[config.mk]
export PLATFORM = sky130hd
export DESIGN_NAME = goertzel_tone_detector_unit_flat
export DESIGN_NICKNAME = d
export VERILOG_FILES = /design/src/rtl/gtd_pkg.sv /design/src/rtl/gtd_if.sv /design/src/rtl/gtd_regs.sv /design/src/rtl/gtd_front.sv /design/src/rtl/gtd_queue.sv /design/src/rtl/gtd_back.sv /design/src/rtl/goertzel_tone_detector_unit.sv /design/src/flat_wrapper.sv
export SDC_FILE = /design/constraint.sdc
export NUM_CORES = 2
export LEC_CHECK = 0
export ABC_AREA = 1
export BUFFER_PORTS_ARGS = -buffer_cell sky130_fd_sc_hd__buf_2
export CELL_PAD_IN_SITES_DETAIL_PLACEMENT = 0
export CELL_PAD_IN_SITES_GLOBAL_PLACEMENT = 1
export CORE_ASPECT_RATIO = 0.5
export CORE_MARGIN = 5
export CORE_UTILIZATION = 44
export CTS_CLUSTER_SIZE = 10
export DETAILED_ROUTE_END_ITERATION = 10
export PLACE_DENSITY = 0.85
export RECOVER_POWER = 25
export SLEW_MARGIN = 20
export SYNTH_ARGS = -nofsm -noshare
export SYNTH_HDL_FRONTEND = slang
export SYNTH_HIERARCHICAL = 1
export SYNTH_SLANG_ARGS = --single-unit
[constraint.sdc]
create_clock -name clk -period 8.12 [get_ports clk]
set_input_delay 0.406 -clock clk [delete_from_list [all_inputs] [get_ports clk]]
set_output_delay 0.406 -clock clk [all_outputs]
set_load 0.05 [all_outputs]
[src/rtl/gtd_pkg.sv]
`timescale 1ns / 1ps
// Shared widths, register codes, reset values and types of the Goertzel tone detector.
// No dependencies; every other file of the block imports this package.
package gtd_pkg;

    // Field widths
    localparam int SAMPLE_W = 8;
    localparam int COEF_W   = 18;
    localparam int TAP_W    = 48;
    localparam int MAG_W    = 63;
    localparam int LEN_W    = 11;

    // Register port
    localparam int APB_DATA_W = 32;
    localparam int APB_ADDR_W = 4;
    localparam int REG_IDX_W  = 2;

    localparam logic [REG_IDX_W-1:0] REG_COEFF = 2'd0;
    localparam logic [REG_IDX_W-1:0] REG_COS   = 2'd1;
    localparam logic [REG_IDX_W-1:0] REG_SIN   = 2'd2;
    localparam logic [REG_IDX_W-1:0] REG_LEN   = 2'd3;

    localparam logic signed [COEF_W-1:0] RESET_COEFF = 18'sd97180;
    localparam logic signed [COEF_W-1:0] RESET_COS   = 18'sd48590;
    localparam logic signed [COEF_W-1:0] RESET_SIN   = 18'sd43977;
    localparam logic [LEN_W-1:0]         RESET_LEN   = 11'd205;

    // Queue between front and back
    localparam int QUEUE_DEPTH = 4;
    localparam int QPTR_W      = 2;
    localparam int QCNT_W      = 3;

    typedef struct packed {
        logic signed [COEF_W-1:0] coeff;
        logic signed [COEF_W-1:0] cos_val;
        logic signed [COEF_W-1:0] sin_val;
        logic [LEN_W-1:0]         block_len;
    } gtd_cfg_t;

    typedef struct packed {
        logic [SAMPLE_W-1:0] sample;
        logic                last;
    } gtd_item_t;

endpackage

[src/rtl/gtd_if.sv]
`timescale 1ns / 1ps
// Valid/ready channel interfaces for samples in and bin results out.
// Depends on gtd_pkg for field widths.
interface gtd_sample_if import gtd_pkg::*; ();
    logic                valid;
    logic                ready;
    logic [SAMPLE_W-1:0] sample;

    modport source (output valid, output sample, input ready);
    modport sink (input valid, input sample, output ready);
endinterface

interface gtd_result_if import gtd_pkg::*; ();
    logic                    valid;
    logic                    ready;
    logic signed [TAP_W-1:0] real_part;
    logic signed [TAP_W-1:0] imag_part;
    logic [MAG_W-1:0]        magnitude_squared;

    modport source (output valid, output real_part, output imag_part,
                    output magnitude_squared, input ready);
    modport sink (input valid, input real_part, input imag_part,
                  input magnitude_squared, output ready);
endinterface

[src/rtl/gtd_regs.sv]
`timescale 1ns / 1ps
// APB-style configuration registers: coefficient, cosine, sine and block length.
// Depends on gtd_pkg.
module gtd_regs import gtd_pkg::*; (
    input  logic                  clk,
    input  logic                  rst_n,
    input  logic                  psel,
    input  logic                  penable,
    input  logic                  pwrite,
    input  logic [APB_ADDR_W-1:0] paddr,
    input  logic [APB_DATA_W-1:0] pwdata,
    output logic [APB_DATA_W-1:0] prdata,
    output logic                  pready,
    output gtd_cfg_t              cfg
);

    logic [REG_IDX_W-1:0] idx;
    logic                 wr_en;
    gtd_cfg_t             cfg_reg;
    gtd_cfg_t             cfg_next;

    assign idx    = paddr[APB_ADDR_W-1:2];
    assign wr_en  = psel && penable && pwrite;
    assign pready = 1'b1;
    assign cfg    = cfg_reg;

    // Register write decode
    always_comb
    begin
        cfg_next = cfg_reg;
        if (wr_en)
        begin
            unique case (idx)
                REG_COEFF: cfg_next.coeff     = signed'(pwdata[COEF_W-1:0]);
                REG_COS:   cfg_next.cos_val   = signed'(pwdata[COEF_W-1:0]);
                REG_SIN:   cfg_next.sin_val   = signed'(pwdata[COEF_W-1:0]);
                REG_LEN:   cfg_next.block_len = pwdata[LEN_W-1:0];
            endcase
        end
    end

    always_ff @(posedge clk or negedge rst_n)
    begin
        if (!rst_n)
        begin
            cfg_reg <= '{coeff: RESET_COEFF, cos_val: RESET_COS,
                         sin_val: RESET_SIN, block_len: RESET_LEN};
        end
        else
        begin
            cfg_reg <= cfg_next;
        end
    end

    // Readback, coefficients sign-extended
    always_comb
    begin
        unique case (idx)
            REG_COEFF: prdata = APB_DATA_W'(cfg_reg.coeff);
            REG_COS:   prdata = APB_DATA_W'(cfg_reg.cos_val);
            REG_SIN:   prdata = APB_DATA_W'(cfg_reg.sin_val);
            REG_LEN:   prdata = APB_DATA_W'(cfg_reg.block_len);
        endcase
    end

endmodule

[src/rtl/gtd_front.sv]
`timescale 1ns / 1ps
// Front end: accepts samples, counts them against the block length and marks
// the sample that closes each block. Depends on gtd_pkg and gtd_if.
module gtd_front import gtd_pkg::*; #(
    parameter int MAX_BLOCK_LENGTH = 1024
) (
    input  logic        clk,
    input  logic        rst_n,
    input  gtd_cfg_t    cfg,
    gtd_sample_if.sink  samples,
    input  logic        full,
    output logic        push,
    output gtd_item_t   push_item
);

    localparam int CNT_W = $clog2(MAX_BLOCK_LENGTH + 1);

    logic [CNT_W-1:0] count_reg;
    logic [CNT_W-1:0] count_next;
    logic [CNT_W-1:0] count_inc;
    logic [CNT_W-1:0] len_eff;
    logic             last;

    // Effective block length: zero acts as one, long values clamp to the maximum
    always_comb
    begin
        priority if (cfg.block_len == '0)
            len_eff = CNT_W'(1);
        else if (32'(cfg.block_len) > 32'(MAX_BLOCK_LENGTH))
            len_eff = CNT_W'(MAX_BLOCK_LENGTH);
        else
            len_eff = CNT_W'(cfg.block_len);
    end

    assign samples.ready = !full;
    assign push          = samples.valid && !full;
    assign count_inc     = count_reg + 1'b1;
    assign last          = (count_inc >= len_eff);

    assign push_item.sample = samples.sample;
    assign push_item.last   = last;

    // Sample counter, cleared by the block-ending transfer
    always_comb
    begin
        count_next = count_reg;
        if (push)
            count_next = last ? '0 : count_inc;
    end

    always_ff @(posedge clk or negedge rst_n)
    begin
        if (!rst_n)
            count_reg <= '0;
        else
            count_reg <= count_next;
    end

endmodule

[src/rtl/gtd_queue.sv]
`timescale 1ns / 1ps
// Short FIFO of classified samples between the front end and the datapath.
// Depends on gtd_pkg.
module gtd_queue import gtd_pkg::*; (
    input  logic      clk,
    input  logic      rst_n,
    input  logic      push,
    input  gtd_item_t push_item,
    output logic      full,
    input  logic      pop,
    output gtd_item_t head,
    output logic      empty
);

    gtd_item_t         mem [QUEUE_DEPTH];
    logic [QPTR_W-1:0] wr_ptr_reg;
    logic [QPTR_W-1:0] rd_ptr_reg;
    logic [QCNT_W-1:0] fill_reg;

    assign full  = (fill_reg == QCNT_W'(QUEUE_DEPTH));
    assign empty = (fill_reg == '0);
    assign head  = mem[rd_ptr_reg];

    // Storage
    always_ff @(posedge clk)
    begin
        if (push)
            mem[wr_ptr_reg] <= push_item;
    end

    // Pointers and fill level
    always_ff @(posedge clk or negedge rst_n)
    begin
        if (!rst_n)
        begin
            wr_ptr_reg <= '0;
            rd_ptr_reg <= '0;
            fill_reg   <= '0;
        end
        else
        begin
            if (push)
                wr_ptr_reg <= wr_ptr_reg + 1'b1;
            if (pop)
                rd_ptr_reg <= rd_ptr_reg + 1'b1;
            if (push && !pop)
                fill_reg <= fill_reg + 1'b1;
            else if (pop && !push)
                fill_reg <= fill_reg - 1'b1;
        end
    end

    a_no_overflow: assert property (@(posedge clk) disable iff (!rst_n)
        push |-> !full)
        else $error("queue push while full");

    a_no_underflow: assert property (@(posedge clk) disable iff (!rst_n)
        pop |-> !empty)
        else $error("queue pop while empty");

    a_fill_bound: assert property (@(posedge clk) disable iff (!rst_n)
        fill_reg <= QCNT_W'(QUEUE_DEPTH))
        else $error("queue fill level out of range");

endmodule

[src/rtl/gtd_back.sv]
`timescale 1ns / 1ps
// Datapath: runs the recurrence and the end-of-block bin terms on one shared
// multiplier over split operands, and holds the result register. Depends on gtd_pkg, gtd_if.
module gtd_back import gtd_pkg::*; #(
    parameter int FRACTION_BITS = 16
) (
    input  logic          clk,
    input  logic          rst_n,
    input  gtd_cfg_t      cfg,
    input  logic          empty,
    input  gtd_item_t     head,
    output logic          pop,
    gtd_result_if.source  results
);

    // Operands cover the taps and the scaled product tap*coeff
    localparam int PROD_W = TAP_W + COEF_W;
    localparam int OP_W   = (PROD_W - FRACTION_BITS > TAP_W) ? PROD_W - FRACTION_BITS : TAP_W;
    localparam int PW     = (OP_W + 1) / 2;
    localparam int MUL_W  = 2 * PW + 2;
    localparam int ACC_W  = 4 * PW + 4;
    localparam int F2     = 2 * FRACTION_BITS;

    localparam logic [1:0] ST_IDLE = 2'd0;
    localparam logic [1:0] ST_MUL  = 2'd1;
    localparam logic [1:0] ST_WAIT = 2'd2;
    localparam logic [1:0] ST_POST = 2'd3;

    localparam logic [2:0] PH_REC  = 3'd0;
    localparam logic [2:0] PH_T    = 3'd1;
    localparam logic [2:0] PH_REAL = 3'd2;
    localparam logic [2:0] PH_IMAG = 3'd3;
    localparam logic [2:0] PH_MAG1 = 3'd4;
    localparam logic [2:0] PH_MAG2 = 3'd5;
    localparam logic [2:0] PH_MAG3 = 3'd6;

    logic [1:0]              state_reg, state_next;
    logic [2:0]              phase_reg, phase_next;
    logic [1:0]              piece_reg, piece_next;
    logic [SAMPLE_W-1:0]     smp_reg;
    logic                    last_reg;
    logic signed [TAP_W-1:0] tap1_reg, tap1_next;
    logic signed [TAP_W-1:0] tap2_reg, tap2_next;
    logic signed [OP_W-1:0]  t_reg;
    logic signed [TAP_W-1:0] real_reg;
    logic signed [TAP_W-1:0] imag_reg;
    logic signed [ACC_W-1:0] acc_reg, acc_next;
    logic signed [MUL_W-1:0] pp_reg;
    logic                    pp_vld_reg;
    logic                    pp_neg_reg;
    logic                    pp_clr_reg;
    logic [1:0]              pp_sh_reg;
    logic                    out_valid_reg;
    logic signed [TAP_W-1:0] out_real_reg;
    logic signed [TAP_W-1:0] out_imag_reg;
    logic [MAG_W-1:0]        out_mag_reg;

    logic signed [OP_W-1:0]   a_op, b_op;
    logic signed [2*PW-1:0]   a_ext, b_ext;
    logic signed [PW:0]       mul_a, mul_b;
    logic signed [MUL_W-1:0]  mul_p;
    logic signed [ACC_W-1:0]  pp_ext, term;
    logic signed [ACC_W-1:0]  acc_sh1, smp_term, rec_sum, real_sum, mag_sh;
    logic [MAG_W-1:0]         mag_val;
    logic                     out_free;
    logic                     out_load;

    // Saturate a wide value to a 48-bit tap
    function automatic logic signed [TAP_W-1:0] sat_tap(input logic signed [ACC_W-1:0] x);
        logic [ACC_W-TAP_W:0] top;
        top = x[ACC_W-1:TAP_W-1];
        if ((&top) || !(|top))
            return x[TAP_W-1:0];
        else if (x[ACC_W-1])
            return {1'b1, {(TAP_W-1){1'b0}}};
        else
            return {1'b0, {(TAP_W-1){1'b1}}};
    endfunction

    // Operand select per product
    always_comb
    begin
        unique case (phase_reg)
            PH_REC, PH_T:
            begin
                a_op = OP_W'(tap1_reg);
                b_op = OP_W'(cfg.coeff);
            end
            PH_REAL:
            begin
                a_op = OP_W'(tap2_reg);
                b_op = OP_W'(cfg.cos_val);
            end
            PH_IMAG:
            begin
                a_op = OP_W'(tap2_reg);
                b_op = OP_W'(cfg.sin_val);
            end
            PH_MAG1:
            begin
                a_op = OP_W'(tap1_reg);
                b_op = OP_W'(tap1_reg);
            end
            PH_MAG2:
            begin
                a_op = OP_W'(tap2_reg);
                b_op = OP_W'(tap2_reg);
            end
            PH_MAG3:
            begin
                a_op = OP_W'(tap2_reg);
                b_op = t_reg;
            end
            default:
            begin
                a_op = '0;
                b_op = '0;
            end
        endcase
    end

    // Split into unsigned low and signed high halves; one partial product a cycle
    always_comb
    begin
        a_ext = (2*PW)'(a_op);
        b_ext = (2*PW)'(b_op);
        mul_a = piece_reg[0] ? $signed({a_ext[2*PW-1], a_ext[2*PW-1:PW]})
                             : $signed({1'b0, a_ext[PW-1:0]});
        mul_b = piece_reg[1] ? $signed({b_ext[2*PW-1], b_ext[2*PW-1:PW]})
                             : $signed({1'b0, b_ext[PW-1:0]});
        mul_p = mul_a * mul_b;
    end

    // Accumulate the registered partial product at its weight
    always_comb
    begin
        pp_ext = ACC_W'(pp_reg);
        unique case (pp_sh_reg)
            2'd0:    term = pp_ext;
            2'd1:    term = pp_ext <<< PW;
            default: term = pp_ext <<< (2 * PW);
        endcase
        if (pp_neg_reg)
            term = -term;
        acc_next = acc_reg;
        if (pp_vld_reg)
            acc_next = (pp_clr_reg ? '0 : acc_reg) + term;
    end

    // Post-processing of the settled accumulator
    always_comb
    begin
        acc_sh1  = acc_reg >>> FRACTION_BITS;
        smp_term = ACC_W'($signed({1'b0, smp_reg})) <<< FRACTION_BITS;
        rec_sum  = acc_sh1 - ACC_W'(tap2_reg) + smp_term;
        real_sum = ACC_W'(tap1_reg) - acc_sh1;
        mag_sh   = acc_reg >>> F2;
        priority if (mag_sh[ACC_W-1])
            mag_val = '0;
        else if (|mag_sh[ACC_W-2:MAG_W])
            mag_val = '1;
        else
            mag_val = mag_sh[MAG_W-1:0];
    end

    assign out_free = !out_valid_reg || results.ready;

    // Sequencer
    always_comb
    begin
        state_next = state_reg;
        phase_next = phase_reg;
        piece_next = piece_reg;
        tap1_next  = tap1_reg;
        tap2_next  = tap2_reg;
        pop        = 1'b0;
        out_load   = 1'b0;
        unique case (state_reg)
            ST_IDLE:
            begin
                if (!empty)
                begin
                    pop        = 1'b1;
                    state_next = ST_MUL;
                    phase_next = PH_REC;
                    piece_next = '0;
                end
            end
            ST_MUL:
            begin
                piece_next = piece_reg + 2'd1;
                if (piece_reg == 2'd3)
                begin
                    if (phase_reg == PH_MAG1 || phase_reg == PH_MAG2)
                        phase_next = phase_reg + 3'd1;
                    else
                        state_next = ST_WAIT;
                end
            end
            ST_WAIT:
            begin
                state_next = ST_POST;
            end
            ST_POST:
            begin
                unique case (phase_reg)
                    PH_REC:
                    begin
                        tap2_next = tap1_reg;
                        tap1_next = sat_tap(rec_sum);
                        if (last_reg)
                        begin
                            phase_next = PH_T;
                            state_next = ST_MUL;
                        end
                        else
                        begin
                            state_next = ST_IDLE;
                        end
                    end
                    PH_T:
                    begin
                        phase_next = PH_REAL;
                        state_next = ST_MUL;
                    end
                    PH_REAL:
                    begin
                        phase_next = PH_IMAG;
                        state_next = ST_MUL;
                    end
                    PH_IMAG:
                    begin
                        phase_next = PH_MAG1;
                        state_next = ST_MUL;
                    end
                    default:
                    begin
                        if (out_free)
                        begin
                            out_load   = 1'b1;
                            tap1_next  = '0;
                            tap2_next  = '0;
                            state_next = ST_IDLE;
                        end
                    end
                endcase
            end
        endcase
    end

    // Control state and taps
    always_ff @(posedge clk or negedge rst_n)
    begin
        if (!rst_n)
        begin
            state_reg     <= ST_IDLE;
            phase_reg     <= PH_REC;
            piece_reg     <= '0;
            tap1_reg      <= '0;
            tap2_reg      <= '0;
            pp_vld_reg    <= 1'b0;
            out_valid_reg <= 1'b0;
        end
        else
        begin
            state_reg  <= state_next;
            phase_reg  <= phase_next;
            piece_reg  <= piece_next;
            tap1_reg   <= tap1_next;
            tap2_reg   <= tap2_next;
            pp_vld_reg <= (state_reg == ST_MUL);
            if (out_load)
                out_valid_reg <= 1'b1;
            else if (results.ready)
                out_valid_reg <= 1'b0;
        end
    end

    // Datapath registers
    always_ff @(posedge clk)
    begin
        pp_reg     <= mul_p;
        pp_sh_reg  <= {1'b0, piece_reg[0]} + {1'b0, piece_reg[1]};
        pp_neg_reg <= (phase_reg == PH_MAG3);
        pp_clr_reg <= (piece_reg == 2'd0) && (phase_reg != PH_MAG2) && (phase_reg != PH_MAG3);
        acc_reg    <= acc_next;
        if (pop)
        begin
            smp_reg  <= head.sample;
            last_reg <= head.last;
        end
        if (state_reg == ST_POST && phase_reg == PH_T)
            t_reg <= acc_sh1[OP_W-1:0];
        if (state_reg == ST_POST && phase_reg == PH_REAL)
            real_reg <= sat_tap(real_sum);
        if (state_reg == ST_POST && phase_reg == PH_IMAG)
            imag_reg <= sat_tap(acc_sh1);
        if (out_load)
        begin
            out_real_reg <= real_reg;
            out_imag_reg <= imag_reg;
            out_mag_reg  <= mag_val;
        end
    end

    assign results.valid             = out_valid_reg;
    assign results.real_part         = out_real_reg;
    assign results.imag_part         = out_imag_reg;
    assign results.magnitude_squared = out_mag_reg;

    a_result_only_at_block_end: assert property (@(posedge clk) disable iff (!rst_n)
        out_load |-> last_reg)
        else $error("result produced for a sample that does not end a block");

    a_taps_cleared: assert property (@(posedge clk) disable iff (!rst_n)
        out_load |=> (tap1_reg == '0 && tap2_reg == '0))
        else $error("taps not cleared after block result");

    a_acc_settled: assert property (@(posedge clk) disable iff (!rst_n)
        (state_reg == ST_POST) |-> !pp_vld_reg)
        else $error("accumulator still collecting during post-processing");

    a_pop_starts_rec: assert property (@(posedge clk) disable iff (!rst_n)
        pop |=> (state_reg == ST_MUL && phase_reg == PH_REC && piece_reg == 2'd0))
        else $error("dequeued sample did not start the recurrence");

endmodule

[src/rtl/goertzel_tone_detector_unit.sv]
`timescale 1ns / 1ps
// Single-bin Goertzel tone detector: samples in over a valid/ready channel,
// one bin result out per block. Depends on gtd_pkg, gtd_if, gtd_regs,
// gtd_front, gtd_queue and gtd_back.
//
// Each 8-bit sample advances the recurrence q0 = coeff*q1 - q2 + sample; after
// block_length samples the block delivers real part, imaginary part and
// magnitude squared, then clears its taps. All products are exact and go
// through one shared multiplier working on halves of the operands, four
// partial products per product. Every sample runs the recurrence in the
// datapath; the sample that closes a block then adds the scaled tap product,
// real part, imaginary part and the three magnitude terms, and the block
// waits while the sink has not taken the previous result. A four-entry
// queue decouples sample transfers from the datapath, and the result register
// lets the datapath continue with the next block while a result waits.
// Registers (APB, byte address 4*i): 0 recurrence_coeff, 1 cosine_value,
// 2 sine_value (signed Q2.FRACTION_BITS), 3 block_length. Write them only
// while the block is idle.
module goertzel_tone_detector_unit import gtd_pkg::*; #(
    parameter int MAX_BLOCK_LENGTH = 1024,
    parameter int FRACTION_BITS    = 16
) (
    input  logic                  clk,
    input  logic                  rst_n,
    input  logic                  psel,
    input  logic                  penable,
    input  logic                  pwrite,
    input  logic [APB_ADDR_W-1:0] paddr,
    input  logic [APB_DATA_W-1:0] pwdata,
    output logic [APB_DATA_W-1:0] prdata,
    output logic                  pready,
    gtd_sample_if.sink            samples,
    gtd_result_if.source          results
);

    gtd_cfg_t  cfg;
    logic      push;
    gtd_item_t push_item;
    logic      full;
    logic      pop;
    gtd_item_t head;
    logic      empty;

    gtd_regs u_regs (
        .clk     (clk),
        .rst_n   (rst_n),
        .psel    (psel),
        .penable (penable),
        .pwrite  (pwrite),
        .paddr   (paddr),
        .pwdata  (pwdata),
        .prdata  (prdata),
        .pready  (pready),
        .cfg     (cfg)
    );

    gtd_front #(
        .MAX_BLOCK_LENGTH (MAX_BLOCK_LENGTH)
    ) u_front (
        .clk       (clk),
        .rst_n     (rst_n),
        .cfg       (cfg),
        .samples   (samples),
        .full      (full),
        .push      (push),
        .push_item (push_item)
    );

    gtd_queue u_queue (
        .clk       (clk),
        .rst_n     (rst_n),
        .push      (push),
        .push_item (push_item),
        .full      (full),
        .pop       (pop),
        .head      (head),
        .empty     (empty)
    );

    gtd_back #(
        .FRACTION_BITS (FRACTION_BITS)
    ) u_back (
        .clk     (clk),
        .rst_n   (rst_n),
        .cfg     (cfg),
        .empty   (empty),
        .head    (head),
        .pop     (pop),
        .results (results)
    );

endmodule
[src/flat_wrapper.sv]
// flat-port wrapper written by rule: the top's interface ports become plain ports
module goertzel_tone_detector_unit_flat import gtd_pkg::*;
#(
    parameter int MAX_BLOCK_LENGTH = 1024,
    parameter int FRACTION_BITS    = 16
)
  (clk, rst_n, psel, penable, pwrite, paddr, pwdata, prdata, pready, samples_valid, samples_sample, samples_ready, results_valid, results_real_part, results_imag_part, results_magnitude_squared, results_ready);
  gtd_sample_if samples_i ();
  gtd_result_if results_i ();
  input  logic clk;
  input  logic rst_n;
  input  logic psel;
  input  logic penable;
  input  logic pwrite;
  input  logic [APB_ADDR_W-1:0] paddr;
  input  logic [APB_DATA_W-1:0] pwdata;
  output logic [APB_DATA_W-1:0] prdata;
  output logic pready;
  input wire logic [$bits(samples_i.valid)-1:0] samples_valid;
  input wire logic [$bits(samples_i.sample)-1:0] samples_sample;
  output wire logic [$bits(samples_i.ready)-1:0] samples_ready;
  output wire logic [$bits(results_i.valid)-1:0] results_valid;
  output wire logic [$bits(results_i.real_part)-1:0] results_real_part;
  output wire logic [$bits(results_i.imag_part)-1:0] results_imag_part;
  output wire logic [$bits(results_i.magnitude_squared)-1:0] results_magnitude_squared;
  input wire logic [$bits(results_i.ready)-1:0] results_ready;
  assign samples_i.valid = samples_valid;
  assign samples_i.sample = samples_sample;
  assign samples_ready = samples_i.ready;
  assign results_valid = results_i.valid;
  assign results_real_part = results_i.real_part;
  assign results_imag_part = results_i.imag_part;
  assign results_magnitude_squared = results_i.magnitude_squared;
  assign results_i.ready = results_ready;
  goertzel_tone_detector_unit #(.MAX_BLOCK_LENGTH(MAX_BLOCK_LENGTH), .FRACTION_BITS(FRACTION_BITS)) u_core (.clk(clk), .rst_n(rst_n), .psel(psel), .penable(penable), .pwrite(pwrite), .paddr(paddr), .pwdata(pwdata), .prdata(prdata), .pready(pready), .samples(samples_i), .results(results_i));
endmodule
==> impl_metrics.yaml <==
logic_synthesis:
  yosys.area.top_type: "fa_1"
  synth_xor_area_share_pct: 3.83
  synth_top_family_by_area: "adder cells"
  ys_seq_elements: 698
  yosys.area_share.simple_pct: 24.5
  asyncSetResetFlopFracSynth_pct: 26.9
  synth_ff_type: "edfxtp_1"
  synth_top_area_share_pct: 17.3
  yosysUniqueCellTypes: 73
  synthCells: 11576
  synth.area.top_cells: "fa_1 17%, edfxtp_1 16%, nand2_1 13%, inv_1 10%, ha_1 8.0%"
  yosys_warnings: 6
  synth_area_um2: 83600
  syn_area_per_cell_um2: 7.22
  synth.area.mux_share_pct: 0
  synth_compound_area_share_pct: 10.7
  synth_edf_count: 454
  ys_seq_area_share_pct: 23.3
  synth_nets: 12884
  synth_fa_ha_area_share_pct: 25.3
timing:
  relSlewSlack_pct: -170
  fin_crit_ns: 8.20
  timing.hold.ws_ns: 0.0596
  final-hold-violation-count: 0
  skew_ns: 0.0701
  max_freq_mhz: 122
  period_share_pct: 101
  rsz0062_at_grt: "true"
  tightestPinTransition_ns: 4.05
  final-max-slew-violation-count: 269
  worst_slack_ns: -0.0777
  setup_viol: 4
worst_setup_path:
  start_kind: "flip-flop"
  r2r_slack_ns: -0.08
  r2r-start: "u_core/u_back/phase_reg[0]$_DFFE_PN0P_"
  crit_path_max_fanout: 14
  reg2reg_depth: 32
  crit_arrival_ns: 8.80
  r2r-end: "u_core/u_back/pp_reg[50]$_DFF_P_"
  slowest_stage: "fa_1"
  endpoint_kind: "flip-flop"
  cp.required_ns: 8.72
  startpoint: "u_core/u_back/phase_reg[0]$_DFFE_PN0P_"
  critPathMaxStageDelay_ns: 0.65
  cpMostUsedCell: "fa_1"
  endpoint: "u_core/u_back/pp_reg[50]$_DFF_P_"
  path_class: "reg2reg"
worst_hold_path:
  hold_path_depth: 4
  hp-class: "in2reg"
  hp-start: "results_ready"
clock_network:
  htreeDepth: 3
  clock_tree.root_cell: "clkbuf_16"
  cts_tree: "yes"
  clock_path_buffers: 3
  cts_buffers: 83
  clk_latency_ns: 0.74
  cts_sinks: 698
  clk_pin_slew_ns: 0.07
detailed_routing:
  wire_per_inst_um: 26.8
  routed-wl-met2_um: 162000
  drt-met1-wl_um: 176000
  drtIter0Drc: 11301
  wl_um: 399000
  route.met3.wl_um: 48800
  top_layer: "met5"
  drc: 0
  vias_per_cell: 5.62
  postRouteAntennaNets: 0
  via_count: 83605
  first_pass_iters: 6
final_layout:
  fillers: 19213
  final_cell_count_no_fill: 14866
  final_cell_mix: "2,877 x nand2_1, 2,275 x inv_1, 1,333 x nor2_1"
  drive_gt1_share_pct: 11.6
  fin_util_pct: 50.9
  syn2layout_area_growth_pct: 15.2
  final_area_um2: 96400
  layout_commonest_cell: "nand2_1"
  largest_reg_flops: 104
  num-nets-final: 13580
global_route:
  grt_max_degree: 156
  grt-ovfl-total: 0
  grt_pass1_vias: 79742
  antenna_found_initial: 12
  grt_util_all_layers_pct: 38.8
  grt_pass1_wl_um: 562000
floorplanning:
  core-area_um2: 189000
  dieWidth_um: 627
  die_h_um: 318
  start_util_pct: 44.1
  dieArea_um2: 199000
  rows: 113
  ios: 245
place:
  portBuffers: 227
  gp_congestion: 1.06
  place_inst: 14629
  dpl_cell_area_um2: 91300
  hpwl_um: 337000
run_status:
  violations: "max-capacitance violations, max-slew violations, negative setup slack"
  status: "finished, violations left"
flow_run:
  cap_violations: 5
[worst max-delay path: cells and delay by family, from the launching register on]
kind / cells / cell delay (ns)
buffers and inverters: 13 / 1.58
xor gates and xnor gates: 1 / 0.14
adders and majority gates: 10 / 4.37
and+or+nand+nor: 5 / 0.93
AOI/OAI and AO/OA: 3 / 0.61
DFF: 1 / 0.41
[layout make-up]
cell class              instances  area (um2)  share of cell area [%]
flip-flops and latches        698       19500                    20.2
clock buffers                 129        2340                    2.43
repair buffers                892        7000                    7.26
multi-input cells            8223       55100                    57.2
well taps                    2530        3170                    3.28
clock inverters                12         250                   0.260
diodes                          8        20.0                  0.0208
inverters                    2374        8990                    9.33
[cell usage after synthesis, types with 56 or more instances]
library cell,number
clkbuf_1,181
o22ai_1,93
nor2_1,1361
dfrtp_1,152
edfxtp_1,454
fa_1,723
xor2_1,201
nand3_1,379
xnor2_1,161
inv_1,2331
nand4_1,120
dfxtp_1,56
a21oi_1,652
ha_1,534
nor3_1,88
a31oi_1,88
o21ai_0,432
nand2_1,2929
o221ai_1,57
[repair_timing]
item | in CTS | in global routing
hold endpoints to repair | 151 | 0
hold buffers | 27 | 0
pin swaps | 17 | 108
cloned | 1 | 4
endpoints found under the setup margin | 27 | 33
gates resized for setup | 114 | 305
buffers inserted | 15 | 42
[per-layer routing]
layer,vias to the layer above,GRT usage (%)
met5,-,0
met4,8,10.2
met3,589,12.2
met2,4461,55.4
met1,40906,56.7
li1,37641,-
[per-stage QoR]
stage	setup TNS, ns	setup WS (ns)
6_report	-0.126	-0.0777
5_1_grt	-3.17	-0.255
4_1_cts	-0.0591	-0.0272
3_5_place_dp	-7.63	-0.599
3_3_place_gp	-6.16	-0.512
2_1_floorplan	0	0.151
[how the worst min path moves through the flow]
| stage | to | slack (ns) |
|---|---|---|
| after floorplan | u_core/u_back/phase_reg[0]$_DFFE_PN0P_ | 0.11 |
| after global placement | u_core/u_back/results.imag_part[6]$_DFFE_PP_ | 0.40 |
| after detailed placement | u_core/u_back/results.imag_part[31]$_DFFE_PP_ | 0.40 |
| after CTS | u_core/u_back/results.valid$_DFFE_PN0P_ | 0.03 |
| after global routing | u_core/u_back/results.valid$_DFFE_PN0P_ | 0.08 |
| final | u_core/u_back/results.valid$_DFFE_PN0P_ | 0.06 |
[kinds of logic (layout without fill, tap and decap cells)]
| family | after synthesis | in the layout |
|---|---|---|
| adder cells (fa/ha/maj) | 1257 | 1257 |
| AO/OA/AOI/OAI | 1554 | 1554 |
| XOR/XNOR | 364 | 364 |
| buffers and inverters | 2655 | 3407 |
| other | 1 | 9 |
| AND/OR/NAND/NOR | 5047 | 5047 |
| flip-flops | 698 | 698 |
Power is left out: the tool's default activity adds up to more than one toggle a clock period on the data nets, which glitch-free logic cannot reach.
